## src/rtl/lpgl_pkg.sv

```systemverilog
`timescale 1ns / 1ps

package lpgl_pkg;

  localparam int unsigned LEVEL_W = 12;
  localparam int unsigned DATA_W  = 24;
  localparam int unsigned CHAN_W  = 6;
  localparam int unsigned CMD_W   = 3;
  localparam int unsigned NBUS    = 2;

  localparam logic [CMD_W-1:0] CMD_SET        = 3'd0;
  localparam logic [CMD_W-1:0] CMD_GET        = 3'd1;
  localparam logic [CMD_W-1:0] CMD_SET_ALL    = 3'd2;
  localparam logic [CMD_W-1:0] CMD_UPDATE     = 3'd3;
  localparam logic [CMD_W-1:0] CMD_LATCH_DONE = 3'd4;

  typedef enum logic [1:0] {
    KIND_READ    = 2'd0,
    KIND_REFUSED = 2'd1,
    KIND_CHUNK   = 2'd2,
    KIND_NONE    = 2'd3
  } kind_e;

  typedef logic [NBUS-1:0] cfg_t;

  typedef struct packed {
    logic [CMD_W-1:0]   cmd;
    logic [NBUS-1:0]    bus_mask;
    logic [CHAN_W-1:0]  channel;
    logic [LEVEL_W-1:0] level;
  } req_t;

  typedef struct packed {
    kind_e              kind;
    logic               bus;
    logic [LEVEL_W-1:0] read_level;
    logic [DATA_W-1:0]  shift_data;
    logic               extra_clock;
    logic               last;
  } rsp_t;

  typedef struct packed {
    logic  set_ch;
    logic  set_all;
    logic  latch;
    logic  mark_pend;
    logic  issue;
    kind_e op;
    logic  bus;
    logic  first;
    logic  last;
  } ctl_t;

  typedef struct packed {
    logic [NBUS-1:0] en;
    logic            pend_any;
    logic            adv;
  } sts_t;

endpackage

```

## src/rtl/lpgl_stream_if.sv

```systemverilog
`timescale 1ns / 1ps

interface lpgl_stream_if #(
  parameter type T = logic
) ();
  logic valid;
  logic ready;
  T     data;

  modport source (output valid, output data, input ready);
  modport sink (input valid, input data, output ready);
endinterface

```

## src/rtl/led_pwm_grayscale_loader.sv

```systemverilog
`timescale 1ns / 1ps

// Grayscale store and shift-out controller for two daisy-chained PWM driver buses.
// The req_i channel takes one command word per handshake: set one channel, get one
// channel, set all channels, update, or latch done. The rsp_o channel returns result
// words; the last word caused by a command has last set. The cfg_i channel writes
// bus_enable and is always ready; write it only while the block is idle.
// Set, set all, latch done and unknown commands give no word.
// A get, a refused update or an update with no enabled bus gives its word through the
// read stage and the output register. An accepted update sends one 24-bit shift word
// per cycle unless the receiver stalls, CHAINED_DRIVERS * 8 words per enabled bus,
// the first bus first; req_i stays not ready until the last word has been issued. The
// rate is set by the two-port level memory of each bus, which is read once per word.
// When the receiver stalls, the output register and one read stage fill and req_i
// drops ready; no word is lost.
// Reset sets bus_enable to 1, clears the latch pending marks, and makes every level
// read as zero at once through per-entry valid bits, so no clearing pass is needed.
module led_pwm_grayscale_loader #(
  parameter int unsigned CHAINED_DRIVERS = 4
) (
  input  logic           clk_i,
  input  logic           rst_ni,
  lpgl_stream_if.sink    req_i,
  lpgl_stream_if.source  rsp_o,
  lpgl_stream_if.sink    cfg_i
);
  import lpgl_pkg::*;

  localparam int unsigned NCHAN = CHAINED_DRIVERS * 16;
  localparam int unsigned PAIRS = NCHAN / 2;
  localparam int unsigned PW    = $clog2(PAIRS);
  localparam int unsigned AW    = PW + 1;

  ctl_t          ctl;
  sts_t          sts;
  logic [PW-1:0] pair;
  req_t          req;
  rsp_t          rsp;

  assign req         = req_i.data;
  assign cfg_i.ready = 1'b1;
  assign rsp_o.data  = rsp;

  lpgl_ctrl #(.PAIRS(PAIRS), .PW(PW)) u_ctrl (
    .clk_i       (clk_i),
    .rst_ni      (rst_ni),
    .req_valid_i (req_i.valid),
    .cmd_i       (req.cmd),
    .sts_i       (sts),
    .req_ready_o (req_i.ready),
    .ctl_o       (ctl),
    .pair_o      (pair)
  );

  lpgl_dpath #(.NCHAN(NCHAN), .PW(PW), .AW(AW)) u_dpath (
    .clk_i       (clk_i),
    .rst_ni      (rst_ni),
    .ctl_i       (ctl),
    .pair_i      (pair),
    .bus_mask_i  (req.bus_mask),
    .channel_i   (req.channel),
    .level_i     (req.level),
    .cfg_we_i    (cfg_i.valid),
    .cfg_data_i  (cfg_i.data),
    .rsp_ready_i (rsp_o.ready),
    .sts_o       (sts),
    .rsp_valid_o (rsp_o.valid),
    .rsp_o       (rsp)
  );

endmodule

```

## src/rtl/lpgl_bank.sv

```systemverilog
`timescale 1ns / 1ps

module lpgl_bank #(
  parameter int unsigned DEPTH = 64,
  parameter int unsigned AW    = 6
) (
  input  logic                        clk_i,
  input  logic                        rst_ni,
  input  logic                        wr_en_i,
  input  logic [AW-1:0]               wr_addr_i,
  input  logic [lpgl_pkg::LEVEL_W-1:0] wr_data_i,
  input  logic                        fill_en_i,
  input  logic                        rd_en_i,
  input  logic [AW-1:0]               rd_addr_a_i,
  input  logic [AW-1:0]               rd_addr_b_i,
  output logic [lpgl_pkg::LEVEL_W-1:0] rd_a_o,
  output logic [lpgl_pkg::LEVEL_W-1:0] rd_b_o
);
  import lpgl_pkg::*;

  logic [LEVEL_W-1:0] mem_q [DEPTH];
  logic [LEVEL_W-1:0] rd_a_q;
  logic [LEVEL_W-1:0] rd_b_q;
  logic [DEPTH-1:0]   vld_q;
  logic [LEVEL_W-1:0] fill_q;
  logic               rv_a_q;
  logic               rv_b_q;

  always_ff @(posedge clk_i) begin
    if (wr_en_i) begin
      mem_q[wr_addr_i] <= wr_data_i;
    end
    if (rd_en_i) begin
      rd_a_q <= mem_q[rd_addr_a_i];
      rd_b_q <= mem_q[rd_addr_b_i];
    end
  end

  // An entry that has not been written since the last fill reads as the fill level.
  always_ff @(posedge clk_i or negedge rst_ni) begin
    if (!rst_ni) begin
      vld_q  <= '0;
      fill_q <= '0;
      rv_a_q <= 1'b0;
      rv_b_q <= 1'b0;
    end else begin
      if (fill_en_i) begin
        vld_q  <= '0;
        fill_q <= wr_data_i;
      end else if (wr_en_i) begin
        vld_q[wr_addr_i] <= 1'b1;
      end
      if (rd_en_i) begin
        rv_a_q <= vld_q[rd_addr_a_i];
        rv_b_q <= vld_q[rd_addr_b_i];
      end
    end
  end

  assign rd_a_o = rv_a_q ? rd_a_q : fill_q;
  assign rd_b_o = rv_b_q ? rd_b_q : fill_q;

endmodule

```

## src/rtl/lpgl_dpath.sv

```systemverilog
`timescale 1ns / 1ps

module lpgl_dpath #(
  parameter int unsigned NCHAN = 64,
  parameter int unsigned PW    = 5,
  parameter int unsigned AW    = 6
) (
  input  logic                         clk_i,
  input  logic                         rst_ni,
  input  lpgl_pkg::ctl_t               ctl_i,
  input  logic [PW-1:0]                pair_i,
  input  logic [lpgl_pkg::NBUS-1:0]    bus_mask_i,
  input  logic [lpgl_pkg::CHAN_W-1:0]  channel_i,
  input  logic [lpgl_pkg::LEVEL_W-1:0] level_i,
  input  logic                         cfg_we_i,
  input  lpgl_pkg::cfg_t               cfg_data_i,
  input  logic                         rsp_ready_i,
  output lpgl_pkg::sts_t               sts_o,
  output logic                         rsp_valid_o,
  output lpgl_pkg::rsp_t               rsp_o
);
  import lpgl_pkg::*;

  localparam int unsigned CW1 = CHAN_W + 1;

  logic [NBUS-1:0]    en_q;
  logic [NBUS-1:0]    pend_q;
  logic               s1_vld_q;
  kind_e              s1_kind_q;
  logic               s1_bus_q;
  logic               s1_first_q;
  logic               s1_last_q;
  logic               s1_zero_q;
  logic               s1_src_q;
  logic               out_vld_q;
  rsp_t               rsp_q;
  rsp_t               rsp_d;
  logic               in_range;
  logic               out_free;
  logic               adv;
  logic [AW-1:0]      rd_addr_a;
  logic [AW-1:0]      rd_addr_b;
  logic [LEVEL_W-1:0] b0_a;
  logic [LEVEL_W-1:0] b0_b;
  logic [LEVEL_W-1:0] b1_a;
  logic [LEVEL_W-1:0] b1_b;

  assign in_range  = ({1'b0, channel_i} < CW1'(NCHAN));
  assign out_free  = !out_vld_q || rsp_ready_i;
  assign adv       = !s1_vld_q || out_free;
  assign rd_addr_a = (ctl_i.op == KIND_CHUNK) ? {pair_i, 1'b1} : channel_i[AW-1:0];
  assign rd_addr_b = {pair_i, 1'b0};

  lpgl_bank #(.DEPTH(NCHAN), .AW(AW)) u_bank0 (
    .clk_i       (clk_i),
    .rst_ni      (rst_ni),
    .wr_en_i     (ctl_i.set_ch && bus_mask_i[0] && in_range),
    .wr_addr_i   (channel_i[AW-1:0]),
    .wr_data_i   (level_i),
    .fill_en_i   (ctl_i.set_all && en_q[0]),
    .rd_en_i     (ctl_i.issue),
    .rd_addr_a_i (rd_addr_a),
    .rd_addr_b_i (rd_addr_b),
    .rd_a_o      (b0_a),
    .rd_b_o      (b0_b)
  );

  lpgl_bank #(.DEPTH(NCHAN), .AW(AW)) u_bank1 (
    .clk_i       (clk_i),
    .rst_ni      (rst_ni),
    .wr_en_i     (ctl_i.set_ch && bus_mask_i[1] && in_range),
    .wr_addr_i   (channel_i[AW-1:0]),
    .wr_data_i   (level_i),
    .fill_en_i   (ctl_i.set_all && en_q[1]),
    .rd_en_i     (ctl_i.issue),
    .rd_addr_a_i (rd_addr_a),
    .rd_addr_b_i (rd_addr_b),
    .rd_a_o      (b1_a),
    .rd_b_o      (b1_b)
  );

  always_ff @(posedge clk_i or negedge rst_ni) begin
    if (!rst_ni) begin
      en_q      <= 2'b01;
      pend_q    <= '0;
      s1_vld_q  <= 1'b0;
      out_vld_q <= 1'b0;
    end else begin
      if (cfg_we_i) begin
        en_q <= cfg_data_i;
      end
      if (ctl_i.mark_pend) begin
        pend_q <= pend_q | en_q;
      end else if (ctl_i.latch) begin
        pend_q <= pend_q & ~en_q;
      end
      if (adv) begin
        s1_vld_q <= ctl_i.issue;
      end
      if (out_free) begin
        out_vld_q <= s1_vld_q;
      end
    end
  end

  always_ff @(posedge clk_i) begin
    if (adv) begin
      s1_kind_q  <= ctl_i.op;
      s1_bus_q   <= ctl_i.bus;
      s1_first_q <= ctl_i.first;
      s1_last_q  <= ctl_i.last;
      s1_zero_q  <= !in_range || (en_q == '0);
      s1_src_q   <= !en_q[0];
    end
    if (out_free && s1_vld_q) begin
      rsp_q <= rsp_d;
    end
  end

  always_comb begin
    rsp_d      = '0;
    rsp_d.kind = s1_kind_q;
    rsp_d.last = s1_last_q;
    case (s1_kind_q)
      KIND_READ: begin
        if (!s1_zero_q) begin
          rsp_d.read_level = s1_src_q ? b1_a : b0_a;
        end
      end
      KIND_CHUNK: begin
        rsp_d.bus         = s1_bus_q;
        rsp_d.extra_clock = s1_first_q;
        rsp_d.shift_data  = s1_bus_q ? {b1_a, b1_b} : {b0_a, b0_b};
      end
      default: begin
      end
    endcase
  end

  assign sts_o.en       = en_q;
  assign sts_o.pend_any = |pend_q;
  assign sts_o.adv      = adv;
  assign rsp_valid_o    = out_vld_q;
  assign rsp_o          = rsp_q;

  a_issue_room: assert property (@(posedge clk_i) disable iff (!rst_ni)
    ctl_i.issue |-> adv)
    else $error("read issued while the read stage is blocked");

  a_mark_clean: assert property (@(posedge clk_i) disable iff (!rst_ni)
    ctl_i.mark_pend |-> pend_q == '0)
    else $error("update started with a latch pending");

  a_mark_set: assert property (@(posedge clk_i) disable iff (!rst_ni)
    ctl_i.mark_pend |=> (pend_q & $past(en_q)) == $past(en_q))
    else $error("pending mark missing after update");

endmodule

```

## src/rtl/lpgl_ctrl.sv

```systemverilog
`timescale 1ns / 1ps

module lpgl_ctrl #(
  parameter int unsigned PAIRS = 32,
  parameter int unsigned PW    = 5
) (
  input  logic                       clk_i,
  input  logic                       rst_ni,
  input  logic                       req_valid_i,
  input  logic [lpgl_pkg::CMD_W-1:0] cmd_i,
  input  lpgl_pkg::sts_t             sts_i,
  output logic                       req_ready_o,
  output lpgl_pkg::ctl_t             ctl_o,
  output logic [PW-1:0]              pair_o
);
  import lpgl_pkg::*;

  typedef enum logic {
    ST_IDLE,
    ST_SHIFT
  } state_e;

  localparam logic [PW-1:0] PAIR_TOP = PW'(PAIRS - 1);

  state_e        state_q;
  logic          bus_q;
  logic [PW-1:0] pair_q;
  logic          accept;
  logic          start;

  assign req_ready_o = (state_q == ST_IDLE) && sts_i.adv;
  assign accept      = req_valid_i && req_ready_o;
  assign start       = accept && (cmd_i == CMD_UPDATE) && !sts_i.pend_any &&
                       (sts_i.en != '0);
  assign pair_o      = pair_q;

  always_comb begin
    ctl_o    = '0;
    ctl_o.op = KIND_READ;
    unique case (state_q)
      ST_IDLE: begin
        if (accept) begin
          unique case (cmd_i)
            CMD_SET:        ctl_o.set_ch = 1'b1;
            CMD_SET_ALL:    ctl_o.set_all = 1'b1;
            CMD_LATCH_DONE: ctl_o.latch = 1'b1;
            CMD_GET: begin
              ctl_o.issue = 1'b1;
              ctl_o.op    = KIND_READ;
              ctl_o.last  = 1'b1;
            end
            CMD_UPDATE: begin
              if (sts_i.pend_any) begin
                ctl_o.issue = 1'b1;
                ctl_o.op    = KIND_REFUSED;
                ctl_o.last  = 1'b1;
              end else if (sts_i.en == '0) begin
                ctl_o.issue = 1'b1;
                ctl_o.op    = KIND_NONE;
                ctl_o.last  = 1'b1;
              end else begin
                ctl_o.mark_pend = 1'b1;
              end
            end
            default: begin
            end
          endcase
        end
      end
      ST_SHIFT: begin
        if (sts_i.adv) begin
          ctl_o.issue = 1'b1;
          ctl_o.op    = KIND_CHUNK;
          ctl_o.bus   = bus_q;
          ctl_o.first = (pair_q == PAIR_TOP);
          ctl_o.last  = (pair_q == '0) && (bus_q || !sts_i.en[1]);
        end
      end
      default: begin
      end
    endcase
  end

  always_ff @(posedge clk_i or negedge rst_ni) begin
    if (!rst_ni) begin
      state_q <= ST_IDLE;
      bus_q   <= 1'b0;
      pair_q  <= '0;
    end else begin
      unique case (state_q)
        ST_IDLE: begin
          if (start) begin
            state_q <= ST_SHIFT;
            bus_q   <= !sts_i.en[0];
            pair_q  <= PAIR_TOP;
          end
        end
        ST_SHIFT: begin
          if (sts_i.adv) begin
            if (pair_q == '0) begin
              if (!bus_q && sts_i.en[1]) begin
                bus_q  <= 1'b1;
                pair_q <= PAIR_TOP;
              end else begin
                state_q <= ST_IDLE;
              end
            end else begin
              pair_q <= pair_q - 1'b1;
            end
          end
        end
        default: state_q <= ST_IDLE;
      endcase
    end
  end

  a_last_ends: assert property (@(posedge clk_i) disable iff (!rst_ni)
    ctl_o.issue && (ctl_o.op == KIND_CHUNK) && ctl_o.last |=> state_q == ST_IDLE)
    else $error("shift sequence did not end after its last word");

  a_pair_step: assert property (@(posedge clk_i) disable iff (!rst_ni)
    (state_q == ST_SHIFT) && sts_i.adv && (pair_q != '0) |=>
      (state_q == ST_SHIFT) && (pair_q == $past(pair_q) - 1'b1))
    else $error("channel pair counter skipped");

endmodule

```

## src/flat_wrapper.sv

```systemverilog
// flat-port wrapper written by rule: the top's interface ports become plain ports
module led_pwm_grayscale_loader_flat import lpgl_pkg::*;
#(
  parameter int unsigned CHAINED_DRIVERS = 4
)
  (clk_i, rst_ni, req_i_valid, req_i_data, req_i_ready, rsp_o_valid, rsp_o_data, rsp_o_ready, cfg_i_valid, cfg_i_data, cfg_i_ready);
  lpgl_stream_if #(.T(req_t)) req_i_i ();
  lpgl_stream_if #(.T(rsp_t)) rsp_o_i ();
  lpgl_stream_if #(.T(cfg_t)) cfg_i_i ();
  input  logic clk_i;
  input  logic rst_ni;
  input wire logic [$bits(req_i_i.valid)-1:0] req_i_valid;
  input wire logic [$bits(req_i_i.data)-1:0] req_i_data;
  output wire logic [$bits(req_i_i.ready)-1:0] req_i_ready;
  output wire logic [$bits(rsp_o_i.valid)-1:0] rsp_o_valid;
  output wire logic [$bits(rsp_o_i.data)-1:0] rsp_o_data;
  input wire logic [$bits(rsp_o_i.ready)-1:0] rsp_o_ready;
  input wire logic [$bits(cfg_i_i.valid)-1:0] cfg_i_valid;
  input wire logic [$bits(cfg_i_i.data)-1:0] cfg_i_data;
  output wire logic [$bits(cfg_i_i.ready)-1:0] cfg_i_ready;
  assign req_i_i.valid = req_i_valid;
  assign req_i_i.data = req_i_data;
  assign req_i_ready = req_i_i.ready;
  assign rsp_o_valid = rsp_o_i.valid;
  assign rsp_o_data = rsp_o_i.data;
  assign rsp_o_i.ready = rsp_o_ready;
  assign cfg_i_i.valid = cfg_i_valid;
  assign cfg_i_i.data = cfg_i_data;
  assign cfg_i_ready = cfg_i_i.ready;
  led_pwm_grayscale_loader #(.CHAINED_DRIVERS(CHAINED_DRIVERS)) u_core (.clk_i(clk_i), .rst_ni(rst_ni), .req_i(req_i_i), .rsp_o(rsp_o_i), .cfg_i(cfg_i_i));
endmodule
```

## config.mk

```make
export PLATFORM = sky130hd
export DESIGN_NAME = led_pwm_grayscale_loader_flat
export DESIGN_NICKNAME = d
export VERILOG_FILES = /design/src/rtl/lpgl_pkg.sv /design/src/rtl/lpgl_stream_if.sv /design/src/rtl/led_pwm_grayscale_loader.sv /design/src/rtl/lpgl_bank.sv /design/src/rtl/lpgl_dpath.sv /design/src/rtl/lpgl_ctrl.sv /design/src/flat_wrapper.sv
export SDC_FILE = /design/constraint.sdc
export NUM_CORES = 2
export LEC_CHECK = 0
export BUFFER_PORTS_ARGS = -buffer_cell sky130_fd_sc_hd__clkbuf_2
export CAP_MARGIN = 20
export CORE_UTILIZATION = 49
export DETAILED_ROUTE_END_ITERATION = 12
export GPL_TIMING_DRIVEN = 1
export PLACE_DENSITY = 0.7
export SYNTH_ARGS = -nofsm -noshare
export SYNTH_HDL_FRONTEND = slang
export SYNTH_SLANG_ARGS = --single-unit
export TNS_END_PERCENT = 5
```

## constraint.sdc

```tcl
create_clock -name clk_i -period 9.3 [get_ports clk_i]
set_clock_uncertainty 0.05 [all_clocks]
set_input_delay 0.93 -clock clk_i [delete_from_list [all_inputs] [get_ports clk_i]]
set_output_delay 0.93 -clock clk_i [all_outputs]
set_load 0.01 [all_outputs]
```

# Word level (Yosys, flattened, before mapping)
# Memory sizes are Yosys's and may differ from the RTL's. A register that Yosys moved wholly into a read port is not among the register bits.
# Cells that the tools add are included.
[word_totals] register_bits=217 ram_bits=1536 input_bits=30 mem_count=2
[op_classes] n_addsub=1 magnitude_cmp=4 eq_ne=12 n_mux=60 n_bitwise=7 reduce_logical=35
[memory_table] memory="u_core.u_dpath.u_bank0.mem_q" words=64 word_bits=12 rd=2 rd_clocked_by_memory_dff=2 write_ports=1 line_no="lpgl_bank.sv:21" text="logic [LEVEL_W-1:0] mem_q [DEPTH];"
[memory_table] memory="u_core.u_dpath.u_bank1.mem_q" words=64 word_bits=12 rd=2 rd_clocked_by_memory_dff=2 write_ports=1 line_no="lpgl_bank.sv:21"
[ops] cell="$mux W64" count=4
[ops] cell="$or A64 B64 Y64" count=2
[ops] cell="$mux W12" count=5
[ops] cell="$mux W1" count=26
[ops] cell="$mux W24" count=1
[ops] cell="$lt A6 B7 Y1 const B" count=3
[ops] cell="$mux W5" count=4
[ops] cell="$logic_and A1 B1 Y1" count=13
[ops] cell="$bmux W1 S6" count=2
[ops] cell="$mux W6" count=2
[ops] cell="$pmux W3 S2" count=2
[ops] cell="$bmux W1 S5" count=2
[ops] cell="$pmux W5 S2" count=1
[ops] cell="$pmux W1 S2" count=4
[ops] cell="$reduce_bool A2 Y1" count=4
[ops] cell="$mux W7" count=1
[ops] cell="$demux W1 S6" count=1
[ops] cell="$eq A3 B2 Y1 const B" count=2
[ops] cell="$ge A6 B1 Y1 const B" count=1
[ops] cell="$logic_not A1 Y1" count=6
[ops] cell="$mux W3" count=2
[ops] cell="$eq A5 B5 Y1 const B" count=1
[ops] cell="$logic_not A5 Y1" count=1
[ops] cell="$sub A5 B1 Y5 const B" count=1
[ops] cell="19 further kinds" count=28

# Depth between registers and ports, before layout
[depth] word_depth=11 depth_mapped=13 mapped_depth_nobuf=8

# Hierarchy
# From an unflattened synthesis, not the netlist that was laid out.
[hier_totals] cells_unflattened=4135 area_unflattened_um2=83371.2
[modules_own_cells] module="lpgl_bank (u_core.u_dpath.u_bank1)" instances=1 cells_each=1951 area_per_inst_um2=40229.8
[modules_own_cells] module="lpgl_bank (u_core.u_dpath.u_bank0)" instances=1 cells_each=1952 area_per_inst_um2=40194.8
[modules_own_cells] module="lpgl_dpath" instances=1 cells_each=170 area_per_inst_um2=2389.8
[modules_own_cells] module="lpgl_ctrl" instances=1 cells_each=60 area_per_inst_um2=545.5
[modules_own_cells] module="led_pwm_grayscale_loader" instances=1 cells_each=2 area_per_inst_um2=11.3

# Worst setup path before layout
# No wires, ideal clock.
[synth_timing] path_kind="input-to-reg" from="in rsp_o_ready" to="reg u_core.u_dpath.u_bank0.rv_a_q" arrival_time_ps=4078 required_time_ps=9116 slack_ps=5038 stages=11 path_buffers=4 cell_sequence="and3b_1 buf_6 inv_2 buf_6 buf_2 nand3_1 o21ai_0 clkbuf_1 o2111ai_1 o22ai_1 nor4bb_1"
[synth_lines] element="from (decl)" line_no="flat_wrapper.sv:17" text="input wire logic [$bits(rsp_o_i.ready)-1:0] rsp_o_ready;"
[synth_lines] element="to (signal assigned)" line_no="lpgl_bank.sv:54" text="rv_a_q <= vld_q[rd_addr_a_i];"
[synth_lines] element="to (decl)" line_no="lpgl_bank.sv:26" text="logic rv_a_q;"

# Worst setup path after layout
[layout_timing] from="reg u_core.u_dpath.out_vld_q, in the netlist u_core.u_dpath.rsp_valid_o" to="reg u_core.u_dpath.u_bank0.rv_a_q"
[layout_via] elab_chain_len=11 elab_cells_between_ends=12 cone_classes="eq/ne (1); mux (6); reduce/logical (5)"
[layout_lines] element="from (decl)" line_no="lpgl_dpath.sv:35" text="logic out_vld_q;"
[layout_lines] element="from (signal assigned)" line_no="lpgl_dpath.sv:101" text="out_vld_q <= s1_vld_q;"
[layout_lines] element="$logic_not A1 Y1 (*)" line_no="lpgl_dpath.sv:49" text="assign out_free = !out_vld_q || rsp_ready_i;"
[layout_lines] element="$logic_or A1 B1 Y1 (*)" line_no="lpgl_dpath.sv:49"
[layout_lines] element="$logic_or A1 B1 Y1 (*)" line_no="lpgl_dpath.sv:50" text="assign adv = !s1_vld_q || out_free;"
[layout_lines] element="$logic_and A1 B1 Y1" line_no="lpgl_ctrl.sv:31" text="assign req_ready_o = (state_q == ST_IDLE) && sts_i.adv;"
[layout_lines] element="$logic_and A1 B1 Y1" line_no="lpgl_ctrl.sv:32" text="assign accept = req_valid_i && req_ready_o;"
[layout_lines] element="$mux W7" line_no="lpgl_ctrl.sv:42" text="if (accept) begin"
[layout_lines] element="$pmux W3 S2 (*)" line_no="lpgl_ctrl.sv:40" text="unique case (state_q)"
[layout_lines] element="$eq A2 B2 Y1" line_no="lpgl_dpath.sv:51" text="assign rd_addr_a = (ctl_i.op == KIND_CHUNK) ? {pair_i, 1'b1} : channel_i[AW-1:0];"
[layout_lines] element="$mux W6" line_no="lpgl_dpath.sv:51"
[layout_lines] element="$bmux W1 S6" line_no="lpgl_bank.sv:54"
[layout_lines] element="$mux W1 (implied by the code)" line_no="lpgl_bank.sv:54"
# Every way passes the cells marked *; elsewhere a longest branch is shown, timed or not. The select of a mux whose other input is x is not followed.
# A chain may end at the register's enable or synchronous reset.

==> summary.md <==
| Metric | Value |
|---|---|
| Status | `finished, final reports clean` |
| GRT Residual Overflow | `0` |
| Critical Path RT | `9.98 ns` |
| Most common cell in the netlist | `edfxtp_1` |
| Root Buffer | `clkbuf_16` |
| Initial core utilization | `49.4%` |
| Share of the synthesized area in the top cell type | `62.5%` |
| Yosys reg bits | `1801` |
| Leakage | `29.6 nW` |
| TritonCTS buffer count | `174` |
| Min-Delay Path Class | `input pin to async pin` |
| Syn Std Cell Area | `78400 sq um` |
| Global-route wire length before repair | `357 mm` |
| DPL Wire Length | `156 mm` |
| Die area | `162000 sq um` |
| Vias in the first global route | `48200` |
| Synth top area cells | `edfxtp_1 (63%), mux4_2 (8.7%), dfrtp_1 (5.4%)` |
| CTS resizes | `0` |
| Worst-Margin Slew | `1.19 ns` |
| Clock H-tree levels | `4` |
| Nets | `5250` |
| Crit. End Element | `flop` |
| Yosys warning total | `0` |
| Max-Slew Margin vs Limit | `20.5%` |
| WL final | `251 mm` |
| Max VDD drop | `0.000400 V` |
| Final Hold Fails | `0` |
| Die W | `402 microns` |
| CP Class | `flop to flop` |
| Std cell rows | `146` |
| Crit-path max FO | `75` |
| Routed vias/inst | `6.84` |
| Crit start category | `flop` |
| I/O pin cnt | `74` |
| Syn nets | `5221` |
| Final setup TNS | `0 ns` |
| DR vias | `51000` |
| Initial antenna violation count | `19` |
| Mapped Cells | `5189` |
| Setup Fix Bufs, Post-CTS | `0` |
| Part of the Yosys area used for sequential elements | `67.9%` |
| PortBufs | `72` |
| Post-CTS Hold Buffers | `0` |
| Worst skew pair latency | `0.83 ns` |
| Period utilization | `56.5%` |
| Synth unique cells | `79` |
| Final Max Tran Viols | `0` |
| Gr usage total | `30.8%` |
| RePlAce Congestion | `0.986` |
| PD cells | `308 nW/um^2` |
| Main synth FF type | `edfxtp_1` |
| Tmin final | `5.25 ns` |
| Number of routed nets with antenna violations | `0` |
| Cell taking the most area after synthesis | `edfxtp_1` |
| Pin count of the biggest net entering global routing | `160` |
| RSZ-0062 raised after global routing | `no` |
| Longest Clk Path Bufs | `3` |
| Post-synth ARST share | `9.38%` |
| Layout area overhead | `11.5%` |
| Max Cap Viol | `0` |
| Sink Count | `1801` |
| Share of layout cells above drive strength 1 | `20.4%` |
| Die height | `402 microns` |
| Iter 0 DRT Violations | `8954` |
| Max Fclk | `190 MHz` |
| Syn Area/Cell | `15.1 sq um` |
| EDFF count, synth | `1632` |
| Post-synth top cells | `edfxtp_1 (1632), nand2_1 (730), mux4_2 (304)` |
| Endpoints failing setup | `0` |
| Tot Pwr | `26.9 mW` |
| R2R cell count | `11` |
| Core area | `159000 sq um` |
| WL/cell | `33.7 microns` |
| CTS tree | `built` |
| Critical Path AT | `5.93 ns` |
| Clock transition at path regs | `0.07 ns` |
| 1st-pass router iterations | `6` |
| Post-route DRC | `0` |
[final timing paths]
path	end	slack, ns	startpoint
worst max-delay path	u_core.u_dpath.u_bank0.rv_a_q	4.05	u_core.u_dpath.rsp_valid_o
worst min-delay path	u_core.u_dpath.en_q[1]	0.16	rst_ni
worst max register to register	u_core.u_dpath.u_bank0.rv_a_q	4.05	u_core.u_dpath.rsp_valid_o
worst min register to register	u_core.u_dpath.rsp_o[0]	0.40	u_core.u_dpath.s1_last_q
max in group asynchronous	u_core.u_dpath.u_bank1.vld_q[55]	7.80	rst_ni
min in group clk_i	u_core.u_dpath.en_q[0]	0.26	cfg_i_valid
[sequential cells by signal, indices dropped and copies added, names as in the netlist, 41 cells and up, named ones only]
register	cells
u_core.u_dpath.u_bank1.vld_q	64
u_core.u_dpath.u_bank1.mem_q	768
u_core.u_dpath.u_bank0.vld_q	64
u_core.u_dpath.rsp_o	41
u_core.u_dpath.u_bank0.mem_q	768
[routing by layer]
metal / vias to the layer above / share of wire [%] / GRT usage (%)
met2: 4062 / 44 / 45.1
met1: 25800 / 36 / 41.9
met3: 601 / 16 / 11.8
met5: - / 0.080 / 0
li1: 20500 / - / -
met4: 26 / 4.1 / 11.5
[stage by stage]
stage / hold WS [ns] / std cells / area (sq um) / worst slack [ns] / util, %
2_1_floorplan: 0.350 / 5189 / 78400 / 5.04 / -
3_3_place_gp: 0.363 / 7089 / 81200 / 3.29 / 51.2
3_5_place_dp: 0.379 / 7098 / 81400 / 3.17 / 51.3
4_1_cts: 0.161 / 7423 / 87100 / 3.70 / 54.9
5_1_grt: 0.215 / 7439 / 87400 / 3.83 / 55.1
6_report: 0.163 / 7450 / 87400 / 4.05 / 55.1
[layout by cell type, fill, tap and decap left out, types with 12 or more instances in the layout]
cell / n
a21oi_1: 161
or3_1: 16
clkbuf_1: 42
o211ai_1: 17
clkinv_2: 34
o22ai_1: 54
a32oi_1: 25
o21a_1: 131
mux4_2: 304
a22oi_1: 34
clkbuf_16: 182
dfrtp_1: 164
a31oi_1: 139
clkbuf_8: 25
buf_4: 134
nor4_1: 21
a211oi_1: 82
mux2i_1: 237
edfxtp_1: 1632
mux2_2: 185
nor2_1: 141
nand3_1: 158
nor2_2: 84
nand2_1: 726
o221ai_1: 53
buf_8: 14
clkbuf_2: 59
inv_1: 26
clkinv_1: 23
nand2b_1: 16
a211o_1: 23
nor2b_1: 21
nor3_1: 30
buf_12: 12
o21ai_0: 152
[layout make-up]
class	instances	area, sq um
Antenna cell	11	27.5
Clock inverter	79	693
Sequential cell	1801	53200
Fill cell	12200	71200
Clock buffer	246	4990
Timing Repair Buffer	230	2020
Multi-Input combinational cell	2984	23700
Tap cell	2072	2590
Inverter	27	101
[where the power goes]
part / leakage [nW] / internal, mW / switching, mW
logic: 9.80 / 3.26 / 6.80
registers: 17.0 / 9.30 / 0.452
clock network: 2.80 / 4.04 / 3.06
total: 29.6 / 16.6 / 10.3
[critical path: stages, from the launching register on]
cell      delay (ns)
dfrtp_1         0.47
and3b_1         0.48
inv_2           0.68
a211o_4         0.86
nand2_1         0.92
buf_4           0.49
o22ai_1         0.18
nor3_1          0.08
o311ai_0        0.34
clkbuf_2        0.27
buf_4           0.13
nor4bb_1        0.19
[logic make-up (layout without fill, tap and decap cells)]
| group | count (synthesis) | count (layout) | synth area share [%] |
|---|---|---|---|
| AOI/OAI and AO/OA | 985 | 985 | 8.52 |
| xor gates and xnor gates | 1 | 1 | 0.0112 |
| adders and majority gates | 2 | 2 | 0.0319 |
| buffers and inverters | 404 | 582 | 2.19 |
| DFF | 1801 | 1801 | 67.9 |
| muxes | 726 | 726 | 14.4 |
| other | 1 | 12 | 0.00479 |
| and+or+nand+nor | 1269 | 1269 | 6.87 |
Power figures use the tool's default switching activity.
